==> config.mk <==
export PLATFORM = sky130hd
export DESIGN_NAME = pitch_complementary_filter_unit
export DESIGN_NICKNAME = d
export VERILOG_FILES = /design/src/hdl/pcf_pkg.sv /design/src/hdl/pitch_complementary_filter_unit.sv
export SDC_FILE = /design/constraint.sdc
export NUM_CORES = 2
export LEC_CHECK = 0
export BUFFER_PORTS_ARGS = -buffer_cell sky130_fd_sc_hd__buf_2
export CAP_MARGIN = 20
export CORE_AREA = 2 2 317 319
export DETAILED_ROUTE_END_ITERATION = 10
export DIE_AREA = 0 0 319 321
export GPL_TIMING_DRIVEN = 0
export PLACE_DENSITY = 0.74
export SETUP_SLACK_MARGIN = 0.1
export SYNTH_ARGS = -nofsm -noshare
export SYNTH_HDL_FRONTEND = slang
export SYNTH_SLANG_ARGS = --single-unit
==> constraint.sdc <==
create_clock -name i_clk -period 9.3 [get_ports i_clk]
set_input_delay 0 -clock i_clk [delete_from_list [all_inputs] [get_ports i_clk]]
set_output_delay 0 -clock i_clk [all_outputs]
set_load 0.02 [all_outputs]
==> src/hdl/pcf_pkg.sv <==
// types, codes and constants of the pitch complementary filter
// atan table for the cordic and a 32-bit saturation helper; no dependencies

package pcf_pkg;

    typedef enum logic [1:0] {
        ST_IDLE,
        ST_CORDIC,
        ST_MUL,
        ST_DONE
    } t_state;

    typedef enum logic [1:0] {
        MOP_RATE,
        MOP_DT,
        MOP_BLEND,
        MOP_GAIN
    } t_mul_op;

    localparam int CFG_IDX_W  = 3;
    localparam int CFG_DATA_W = 25;

    localparam logic [CFG_IDX_W-1:0] CFG_FILTER_GAIN    = 3'd0;
    localparam logic [CFG_IDX_W-1:0] CFG_GYRO_LSB_SCALE = 3'd1;
    localparam logic [CFG_IDX_W-1:0] CFG_SAMPLE_PERIOD  = 3'd2;
    localparam logic [CFG_IDX_W-1:0] CFG_GYRO_OFFSET    = 3'd3;
    localparam logic [CFG_IDX_W-1:0] CFG_ANGLE_OFFSET   = 3'd4;

    localparam logic [15:0] ACC_LOW_MASK = 16'hFFF0;

    localparam int ATAN_LEN  = 24;
    localparam int ACC_W     = 42;
    localparam int XY_W      = 36;
    localparam int MUL_BITS  = 18;
    localparam int PROD_W    = 52;
    localparam int WIDE_W    = 40;

    localparam logic signed [ACC_W-1:0] HALF_TURN = 42'sd773094113280;

    // atan(2^-i) in degrees, 32 fraction bits
    function automatic logic signed [ACC_W-1:0] atan_deg(input logic [4:0] idx);
        logic signed [ACC_W-1:0] v;
        unique case (idx)
            5'd0:    v = 42'sd193273528320;
            5'd1:    v = 42'sd114096026024;
            5'd2:    v = 42'sd60285206652;
            5'd3:    v = 42'sd30601712202;
            5'd4:    v = 42'sd15360239180;
            5'd5:    v = 42'sd7687607525;
            5'd6:    v = 42'sd3844741810;
            5'd7:    v = 42'sd1922488225;
            5'd8:    v = 42'sd961258780;
            5'd9:    v = 42'sd480631223;
            5'd10:   v = 42'sd240315841;
            5'd11:   v = 42'sd120157949;
            5'd12:   v = 42'sd60078978;
            5'd13:   v = 42'sd30039489;
            5'd14:   v = 42'sd15019745;
            5'd15:   v = 42'sd7509872;
            5'd16:   v = 42'sd3754936;
            5'd17:   v = 42'sd1877468;
            5'd18:   v = 42'sd938734;
            5'd19:   v = 42'sd469367;
            5'd20:   v = 42'sd234684;
            5'd21:   v = 42'sd117342;
            5'd22:   v = 42'sd58671;
            5'd23:   v = 42'sd29335;
            default: v = '0;
        endcase
        return v;
    endfunction

    function automatic logic signed [31:0] sat32(input logic signed [WIDE_W-1:0] v);
        logic signed [31:0] r;
        if (v > 40'sd2147483647) begin
            r = 32'sh7FFFFFFF;
        end else if (v < -40'sd2147483648) begin
            r = 32'sh80000000;
        end else begin
            r = v[31:0];
        end
        return r;
    endfunction

endpackage

==> src/hdl/pitch_complementary_filter_unit.sv <==
// pitch complementary filter: top level with cordic and serial multiplier
// depends on pcf_pkg

// One sample tick in, one pitch angle and rate out. An item runs
// N = min(CORDIC_ITERATIONS, 24) steps of the iterative cordic atan2
// (one micro-rotation a cycle), then four products on one shared
// shift-and-add multiplier that retires one multiplier bit a cycle
// (18 bits each, then a rounding step).
// The block takes one item at a time; a finished result waits in the output
// register while the next item is accepted. Configuration writes are taken
// in any cycle and must only happen while the block is idle.
module pitch_complementary_filter_unit #(
    parameter int CORDIC_ITERATIONS = 16,
    parameter int FRAC_BITS         = 16
) (
    input  logic                              i_clk,
    input  logic                              i_rst_n,
    input  logic                              i_valid,
    output logic                              o_stall,
    input  logic signed [15:0]                i_accel_x_word,
    input  logic signed [15:0]                i_accel_z_word,
    input  logic signed [15:0]                i_gyro_y_word,
    output logic                              o_valid,
    input  logic                              i_stall,
    output logic signed [31:0]                o_pitch_angle,
    output logic signed [31:0]                o_pitch_rate,
    input  logic                              i_cfg_valid,
    output logic                              o_cfg_ready,
    input  logic [pcf_pkg::CFG_IDX_W-1:0]     i_cfg_index,
    input  logic [pcf_pkg::CFG_DATA_W-1:0]    i_cfg_data
);

    localparam int NITER  = (CORDIC_ITERATIONS > pcf_pkg::ATAN_LEN) ?
                            pcf_pkg::ATAN_LEN : CORDIC_ITERATIONS;
    localparam int ACC_SH = 32 - FRAC_BITS;
    localparam int LSH    = (FRAC_BITS >= 16) ? FRAC_BITS - 16 : 0;
    localparam int RSH    = (FRAC_BITS < 16) ? 16 - FRAC_BITS : 0;
    localparam logic signed [pcf_pkg::WIDE_W-1:0] RATE_RND = (40'sd1 <<< RSH) >>> 1;
    localparam logic signed [pcf_pkg::ACC_W-1:0]  ACC_RND  = 42'sd1 <<< (ACC_SH - 1);
    localparam logic signed [pcf_pkg::PROD_W-1:0] HALF_LSB = 52'sd32768;

    pcf_pkg::t_state  r_state, n_state;
    pcf_pkg::t_mul_op r_mop;

    logic signed [pcf_pkg::XY_W-1:0]   r_x, r_y, n_x, n_y;
    logic signed [pcf_pkg::ACC_W-1:0]  r_acc, n_acc;
    logic                              r_zero;
    logic [4:0]                        r_iter;
    logic signed [15:0]                r_gy;

    logic signed [pcf_pkg::PROD_W-1:0] r_prod, r_mcand, n_prod;
    logic [pcf_pkg::MUL_BITS-1:0]      r_mlr;
    logic [4:0]                        r_mcnt;

    logic signed [31:0]                r_rate, r_angle;
    logic signed [35:0]                r_t2;

    logic [16:0]                       r_gain;
    logic [15:0]                       r_scale, r_period;
    logic signed [24:0]                r_goff, r_aoff;

    logic                              r_ovalid;
    logic signed [31:0]                r_out_angle, r_out_rate;

    logic                              in_accept, out_free, mul_last;
    logic signed [15:0]                ax, az;
    logic signed [pcf_pkg::XY_W-1:0]   ax_w, az_w;
    logic signed [pcf_pkg::XY_W-1:0]   dx, dy;
    logic signed [pcf_pkg::ACC_W-1:0]  at, acc_rnd;
    logic signed [33:0]                accp, diff;
    logic signed [pcf_pkg::PROD_W-1:0] addend, prod_rnd;
    logic signed [35:0]                q;
    logic signed [pcf_pkg::WIDE_W-1:0] rate_w;
    logic signed [31:0]                rate_sat;
    logic [pcf_pkg::MUL_BITS-1:0]      one_minus_k;

    // input conditioning and cordic micro-rotation
    always_comb begin
        ax    = signed'(i_accel_x_word & pcf_pkg::ACC_LOW_MASK);
        az    = signed'(i_accel_z_word & pcf_pkg::ACC_LOW_MASK);
        ax_w  = pcf_pkg::XY_W'(ax) <<< 16;
        az_w  = pcf_pkg::XY_W'(az) <<< 16;
        dx    = r_y >>> r_iter;
        dy    = r_x >>> r_iter;
        at    = pcf_pkg::atan_deg(r_iter);
        if (!r_y[pcf_pkg::XY_W-1]) begin
            n_x   = r_x + dx;
            n_y   = r_y - dy;
            n_acc = r_acc + at;
        end else begin
            n_x   = r_x - dx;
            n_y   = r_y + dy;
            n_acc = r_acc - at;
        end
        acc_rnd = (r_acc + ACC_RND) >>> ACC_SH;
        accp    = r_zero ? 34'sd0 : 34'(acc_rnd);
        diff    = accp - 34'(r_angle);
    end

    // serial multiplier step and rounding of the finished product
    always_comb begin
        mul_last = (r_mcnt == 5'(pcf_pkg::MUL_BITS - 1));
        if (r_mlr[0]) begin
            addend = mul_last ? -r_mcand : r_mcand;
        end else begin
            addend = '0;
        end
        n_prod      = r_prod + addend;
        prod_rnd    = (r_prod + HALF_LSB) >>> 16;
        q           = 36'(prod_rnd);
        rate_w      = (((pcf_pkg::WIDE_W'(r_prod) <<< LSH) + RATE_RND) >>> RSH)
                      - pcf_pkg::WIDE_W'(r_goff);
        rate_sat    = pcf_pkg::sat32(rate_w);
        one_minus_k = 18'h10000 - {1'b0, r_gain};
    end

    always_comb begin
        n_state = r_state;
        unique case (r_state)
            pcf_pkg::ST_IDLE: begin
                if (in_accept) begin
                    n_state = pcf_pkg::ST_CORDIC;
                end
            end
            pcf_pkg::ST_CORDIC: begin
                if (r_iter == 5'(NITER - 1)) begin
                    n_state = pcf_pkg::ST_MUL;
                end
            end
            pcf_pkg::ST_MUL: begin
                if (r_mcnt == 5'(pcf_pkg::MUL_BITS) && r_mop == pcf_pkg::MOP_GAIN) begin
                    n_state = pcf_pkg::ST_DONE;
                end
            end
            pcf_pkg::ST_DONE: begin
                if (out_free) begin
                    n_state = pcf_pkg::ST_IDLE;
                end
            end
            default: n_state = pcf_pkg::ST_IDLE;
        endcase
    end

    always_comb begin
        o_stall       = (r_state != pcf_pkg::ST_IDLE);
        o_cfg_ready   = 1'b1;
        o_valid       = r_ovalid;
        o_pitch_angle = r_out_angle;
        o_pitch_rate  = r_out_rate;
        in_accept     = i_valid && !o_stall;
        out_free      = !r_ovalid || !i_stall;
    end

    always_ff @(posedge i_clk) begin
        if (!i_rst_n) begin
            r_state  <= pcf_pkg::ST_IDLE;
            r_ovalid <= 1'b0;
            r_mcnt   <= '0;
            r_angle  <= '0;
            r_gain   <= 17'd328;
            r_scale  <= 16'd498;
            r_period <= 16'd328;
            r_goff   <= '0;
            r_aoff   <= '0;
        end else begin
            r_state <= n_state;

            if (i_cfg_valid) begin
                unique case (i_cfg_index)
                    pcf_pkg::CFG_FILTER_GAIN:    r_gain   <= i_cfg_data[16:0];
                    pcf_pkg::CFG_GYRO_LSB_SCALE: r_scale  <= i_cfg_data[15:0];
                    pcf_pkg::CFG_SAMPLE_PERIOD:  r_period <= i_cfg_data[15:0];
                    pcf_pkg::CFG_GYRO_OFFSET:    r_goff   <= signed'(i_cfg_data);
                    pcf_pkg::CFG_ANGLE_OFFSET:   r_aoff   <= signed'(i_cfg_data);
                    default: ;
                endcase
            end

            if (r_ovalid && !i_stall) begin
                r_ovalid <= 1'b0;
            end

            unique case (r_state)
                pcf_pkg::ST_IDLE: begin
                    if (in_accept) begin
                        r_gy   <= i_gyro_y_word;
                        r_iter <= '0;
                        r_zero <= (ax == 16'sd0) && (az == 16'sd0);
                        if (az < 16'sd0) begin
                            r_x   <= -az_w;
                            r_y   <= -ax_w;
                            r_acc <= (ax >= 16'sd0) ? pcf_pkg::HALF_TURN : -pcf_pkg::HALF_TURN;
                        end else begin
                            r_x   <= az_w;
                            r_y   <= ax_w;
                            r_acc <= '0;
                        end
                    end
                end
                pcf_pkg::ST_CORDIC: begin
                    r_x    <= n_x;
                    r_y    <= n_y;
                    r_acc  <= n_acc;
                    r_iter <= r_iter + 5'd1;
                    if (r_iter == 5'(NITER - 1)) begin
                        r_mop   <= pcf_pkg::MOP_RATE;
                        r_mcand <= -pcf_pkg::PROD_W'(r_gy);
                        r_mlr   <= {2'b00, r_scale};
                        r_prod  <= '0;
                        r_mcnt  <= '0;
                    end
                end
                pcf_pkg::ST_MUL: begin
                    if (r_mcnt != 5'(pcf_pkg::MUL_BITS)) begin
                        r_prod  <= n_prod;
                        r_mcand <= r_mcand <<< 1;
                        r_mlr   <= r_mlr >> 1;
                        r_mcnt  <= r_mcnt + 5'd1;
                    end else begin
                        r_prod <= '0;
                        r_mcnt <= '0;
                        unique case (r_mop)
                            pcf_pkg::MOP_RATE: begin
                                r_rate  <= rate_sat;
                                r_mcand <= pcf_pkg::PROD_W'(rate_sat);
                                r_mlr   <= {2'b00, r_period};
                                r_mop   <= pcf_pkg::MOP_DT;
                            end
                            pcf_pkg::MOP_DT: begin
                                r_mcand <= pcf_pkg::PROD_W'(q);
                                r_mlr   <= one_minus_k;
                                r_mop   <= pcf_pkg::MOP_BLEND;
                            end
                            pcf_pkg::MOP_BLEND: begin
                                r_t2    <= q;
                                r_mcand <= pcf_pkg::PROD_W'(diff);
                                r_mlr   <= {1'b0, r_gain};
                                r_mop   <= pcf_pkg::MOP_GAIN;
                            end
                            pcf_pkg::MOP_GAIN: begin
                                r_angle <= pcf_pkg::sat32(pcf_pkg::WIDE_W'(r_angle)
                                           + pcf_pkg::WIDE_W'(q) + pcf_pkg::WIDE_W'(r_t2));
                            end
                            default: ;
                        endcase
                    end
                end
                pcf_pkg::ST_DONE: begin
                    if (out_free) begin
                        r_ovalid    <= 1'b1;
                        r_out_rate  <= r_rate;
                        r_out_angle <= pcf_pkg::sat32(pcf_pkg::WIDE_W'(r_angle)
                                       + pcf_pkg::WIDE_W'(r_aoff));
                    end
                end
                default: ;
            endcase
        end
    end

    a_mcnt_range: assert property (@(posedge i_clk) disable iff (!i_rst_n)
        r_mcnt <= 5'(pcf_pkg::MUL_BITS))
        else $error("multiplier bit counter out of range");

    a_iter_range: assert property (@(posedge i_clk) disable iff (!i_rst_n)
        (r_state == pcf_pkg::ST_CORDIC) |-> (r_iter < 5'(NITER)))
        else $error("cordic iteration beyond table");

    a_result_source: assert property (@(posedge i_clk) disable iff (!i_rst_n)
        $rose(o_valid) |-> ($past(r_state) == pcf_pkg::ST_DONE))
        else $error("result raised outside completion");

    a_accept_starts: assert property (@(posedge i_clk) disable iff (!i_rst_n)
        (i_valid && !o_stall) |=> (r_state == pcf_pkg::ST_CORDIC))
        else $error("accepted transfer did not start the cordic");

endmodule
==> impl_metrics.py <==
metrics = {
    "synthesis": {
        "synth.yosys.seq_area_share_pct": 31.2,
        "synth_largest_area_cell": "sky130_fd_sc_hd__edfxtp_1",
        "synth_top_area_share_pct": 24.0,
        "mappedNetlistNets": 6055,
        "cell_count_after_synthesis": 5586,
        "synth.most_common_cell": "sky130_fd_sc_hd__nand2_1",
        "synth_common_cells": "sky130_fd_sc_hd__nand2_1, sky130_fd_sc_hd__nor2_1, sky130_fd_sc_hd__a21oi_1",
        "synth.yosys.warnings": 0,
        "cell_area_synth_um2": 49000,
        "unique_cell_type_count_in_the_yosys_netlist": 95,
        "synthTopCellsByArea": "sky130_fd_sc_hd__edfxtp_1, sky130_fd_sc_hd__ha_1, sky130_fd_sc_hd__dfxtp_1, sky130_fd_sc_hd__xnor2_1, sky130_fd_sc_hd__mux4_2",
        "count_of_state_elements_after_synthesis": 569,
        "postSynth.asyncResetShare_pct": 0,
        "synth_edf_count": 392,
        "postSynthAreaPerCell_um2": 8.78,
        "yosys_most_used_dff": "sky130_fd_sc_hd__edfxtp_1",
    },
    "route": {
        "antenna_violating_nets_post_route": 0,
        "drc": 0,
        "initialDrtViolationCount": 5173,
        "first_pass_iters": 8,
        "routed_wl_um": 184000,
        "route.vias.total": 46290,
        "route.detailed.wl_per_inst_um": 25.4,
        "avgViaCountPerCell": 6.38,
    },
    "global_route": {
        "antenna_found_initial": 10,
        "first_global_vias": 44340,
        "grt_max_degree": 84,
        "globalRoute.totalOverflow": 0,
        "grt_pass1_wl_um": 274000,
        "grt_usage_pct": 35.1,
    },
    "setup_path": {
        "r2r-end": "r_x[31]",
        "reg2reg_depth": 26,
        "setup.reg_to_reg.worst_slack_ps": 670,
        "reg2reg_from": "r_iter[3]",
        "worstSetupEndpointType": "flip-flop",
        "timing_worst_setup_path_type": "reg -> reg",
        "critical_path_required_ps": 9710,
        "arrival_ps": 9050,
        "cp_max_fo": 10,
        "critical_path.startpoint_type": "flip-flop",
    },
    "clocking": {
        "path_clk_slew_ps": 60,
        "ctsRootBufferMaster": "sky130_fd_sc_hd__clkbuf_16",
        "cts.repair_timing.setup_buffer_count": 0,
        "cts_sinks": 569,
        "cts_buffer_depth": 3,
        "numCtsBuffers": 71,
        "cts_max_level": 3,
        "clock_latency_ps": 660,
        "tritoncts": "built",
    },
    "sta": {
        "final_min_period_over_clock_period_pct": 92.8,
        "finalMaxSlewViolations": 0,
        "worstMarginPinSlew_ps": 1190,
        "maxSlewHeadroom_pct": 20.4,
        "rsz0062_at_grt": "no",
        "timing.clock.skew_ps": 21.4,
        "setup_viol": 0,
        "layout_min_cycle_time_ps": 8630,
        "achievable-frequency_ghz": 0.116,
        "finalHoldViolCount": 0,
    },
    "power": {
        "p_seq_share_pct": 22.9,
        "power_frac_clock_pct": 17.1,
        "power.share.switching_pct": 47.0,
        "power.share.combinational_pct": 60.1,
        "net-switching-power_w": 0.00791,
        "vdd.ir_drop.worst_mv": 0.228,
        "pwr_density_cell_nw_per_um2": 307,
        "power.leakage_nw": 21.4,
        "fin_total_pwr_w": 0.0168,
        "cell_internal_pwr_w": 0.00890,
    },
    "finish": {
        "layout_stage_area_growth_over_the_synthesis_result_pct": 11.8,
        "share_of_final_layout_standard_cells_stronger_than_drive_strength_1_pct": 8.13,
        "postLayoutCoreUtil_pct": 55.2,
        "nNetsFinal": 6363,
        "post_layout_nonfiller_instances": 7255,
    },
    "placed_design": {
        "place.port_buffers": 137,
        "gp_routability_congestion": 1.04,
        "placed_cells_incl_taps": 7034,
        "dp_hpwl_um": 144000,
    },
    "die": {
        "core_region_um2": 99300,
        "fp.dieArea_um2": 102000,
        "die_w_um": 319,
        "die-height_um": 321,
        "ios": 148,
        "number_of_rows_created_at_floorplan": 116,
        "initial_standard_cell_utilization_of_the_core_pct": 49.4,
    },
    "worst_hold_path": {
        "holdCritStartpoint": "i_gyro_y_word[9]",
        "hold_path_class": "in -> reg",
        "hold_end": "r_gy[9]",
        "worst_hold_path.num_cells": 2,
    },
    "status": {
        "run_status": "completed",
    },
    "flow_run": {
        "drv_cap": 0,
    },
}
-- cells in the final DEF (no fill, tap or decap), types with 183 or more instances in the layout --
cell,Yosys,layout
sky130_fd_sc_hd__xnor2_1,295,295
sky130_fd_sc_hd__o21ai_0,368,368
sky130_fd_sc_hd__edfxtp_1,392,392
sky130_fd_sc_hd__ha_1,344,344
sky130_fd_sc_hd__xor2_1,183,183
sky130_fd_sc_hd__inv_1,238,238
sky130_fd_sc_hd__nor2_1,453,453
sky130_fd_sc_hd__nand2_1,578,578
sky130_fd_sc_hd__clkbuf_1,213,222
sky130_fd_sc_hd__a21oi_1,440,438
-- cell families (layout without fill, tap and decap cells) --
family	after synthesis	after routing	share of synthesized area, %
flip-flops	569	569	31.2
adder cells (fa/ha/maj)	393	393	10.7
XOR/XNOR	478	478	8.54
AO/OA/AOI/OAI	1656	1656	21.6
AND/OR/NAND/NOR	1786	1786	17.3
multiplexers	193	193	6.55
buffers and inverters	510	876	4.04
other	1	6	0.00765
-- flip-flops by register name (all words and copies together), names as in the netlist, 25 cells and up --
register / flops
r_goff: 25
o_pitch_rate: 32
o_pitch_angle: 32
r_y: 36
r_rate: 32
r_angle: 32
r_acc: 42
r_t2: 36
r_x: 36
r_aoff: 25
r_mcand: 52
r_prod: 52
at: 38
-- worst max-delay path: stages (launching register included) --
cell	delay, ps
sky130_fd_sc_hd__edfxtp_1	530
sky130_fd_sc_hd__clkinv_1	300
sky130_fd_sc_hd__clkbuf_1	700
sky130_fd_sc_hd__clkbuf_1	650
sky130_fd_sc_hd__clkbuf_1	690
sky130_fd_sc_hd__clkbuf_1	570
sky130_fd_sc_hd__nor2_1	100
sky130_fd_sc_hd__a21oi_1	220
sky130_fd_sc_hd__ha_1	200
sky130_fd_sc_hd__and2_1	200
sky130_fd_sc_hd__nor4b_2	450
sky130_fd_sc_hd__and4_1	370
sky130_fd_sc_hd__nor2b_1	320
sky130_fd_sc_hd__a311oi_1	140
sky130_fd_sc_hd__a21oi_1	160
sky130_fd_sc_hd__o22ai_1	160
sky130_fd_sc_hd__ha_1	380
sky130_fd_sc_hd__a21o_1	190
sky130_fd_sc_hd__a21o_1	170
sky130_fd_sc_hd__a21oi_1	170
sky130_fd_sc_hd__nand2b_1	120
sky130_fd_sc_hd__a21boi_0	70
sky130_fd_sc_hd__o21ai_0	160
sky130_fd_sc_hd__o211ai_1	160
sky130_fd_sc_hd__xnor2_1	420
sky130_fd_sc_hd__o32ai_1	180
sky130_fd_sc_hd__dlygate4sd3_1	580
-- metrics by stage --
step / hold slack [ps] / area, µm² / setup WS (ps) / setup TNS (ps)
after floorplan: 98.9 / 49000 / 2280 / 0
after global placement: 179 / 51300 / -1880 / -130890
after detailed placement: 178 / 51600 / 14.1 / 0
after CTS: 35.2 / 54800 / 266 / 0
after global routing: 52.0 / 54800 / 179 / 0
final: 55.9 / 54800 / 665 / 0
-- power groups by stage --
stage / Combinational [W] / Clock (W) / Sequential [W]
floorplan: 0.00717 / 0 / 0.00369
global placement: 0.00954 / 0 / 0.00390
detailed placement: 0.00974 / 0 / 0.00387
CTS: 0.00983 / 0.00288 / 0.00382
global route: 0.0110 / 0.00298 / 0.00387
finish: 0.0101 / 0.00287 / 0.00385
-- worst max-delay path by stage --
| stage | to | cells past startpoint | start | slack (ps) |
|---|---|---|---|---|
| floorplan | r_mcand[0] | 12 | r_iter[4] | 2280 |
| global route | r_x[31] | 26 | r_iter[3] | 180 |
| CTS | r_y[32] | 27 | r_iter[4] | 270 |
| global placement | r_mcand[31] | 12 | r_iter[4] | -1880 |
| detailed placement | r_y[32] | 27 | r_iter[4] | 10 |
| finish | r_x[31] | 26 | r_iter[3] | 670 |
-- layout make-up --
type,count,area [µm²]
inverters,247,932
clock buffers,93,2050
flip-flops and latches,569,15300
repair buffers,236,1770
clock inverters,38,303
multi-input cells,4507,31800
fillers,8977,44500
diodes,5,12.5
plain buffers,262,1050
well taps,1298,1620
-- what timing repair did --
item	CTS	global route
hold buffers	83	0
hold endpoints to repair	164	0
endpoints found under the setup margin	4	8
resized for setup	1	2
-- metal layers --
layer	wire [µm]	GRT usage (%)
met1	70100	42.6
met2	82300	56.3
met3	16600	7.30
met4	14900	23.9
met5	56	0
(Power assumes the default switching activity.)
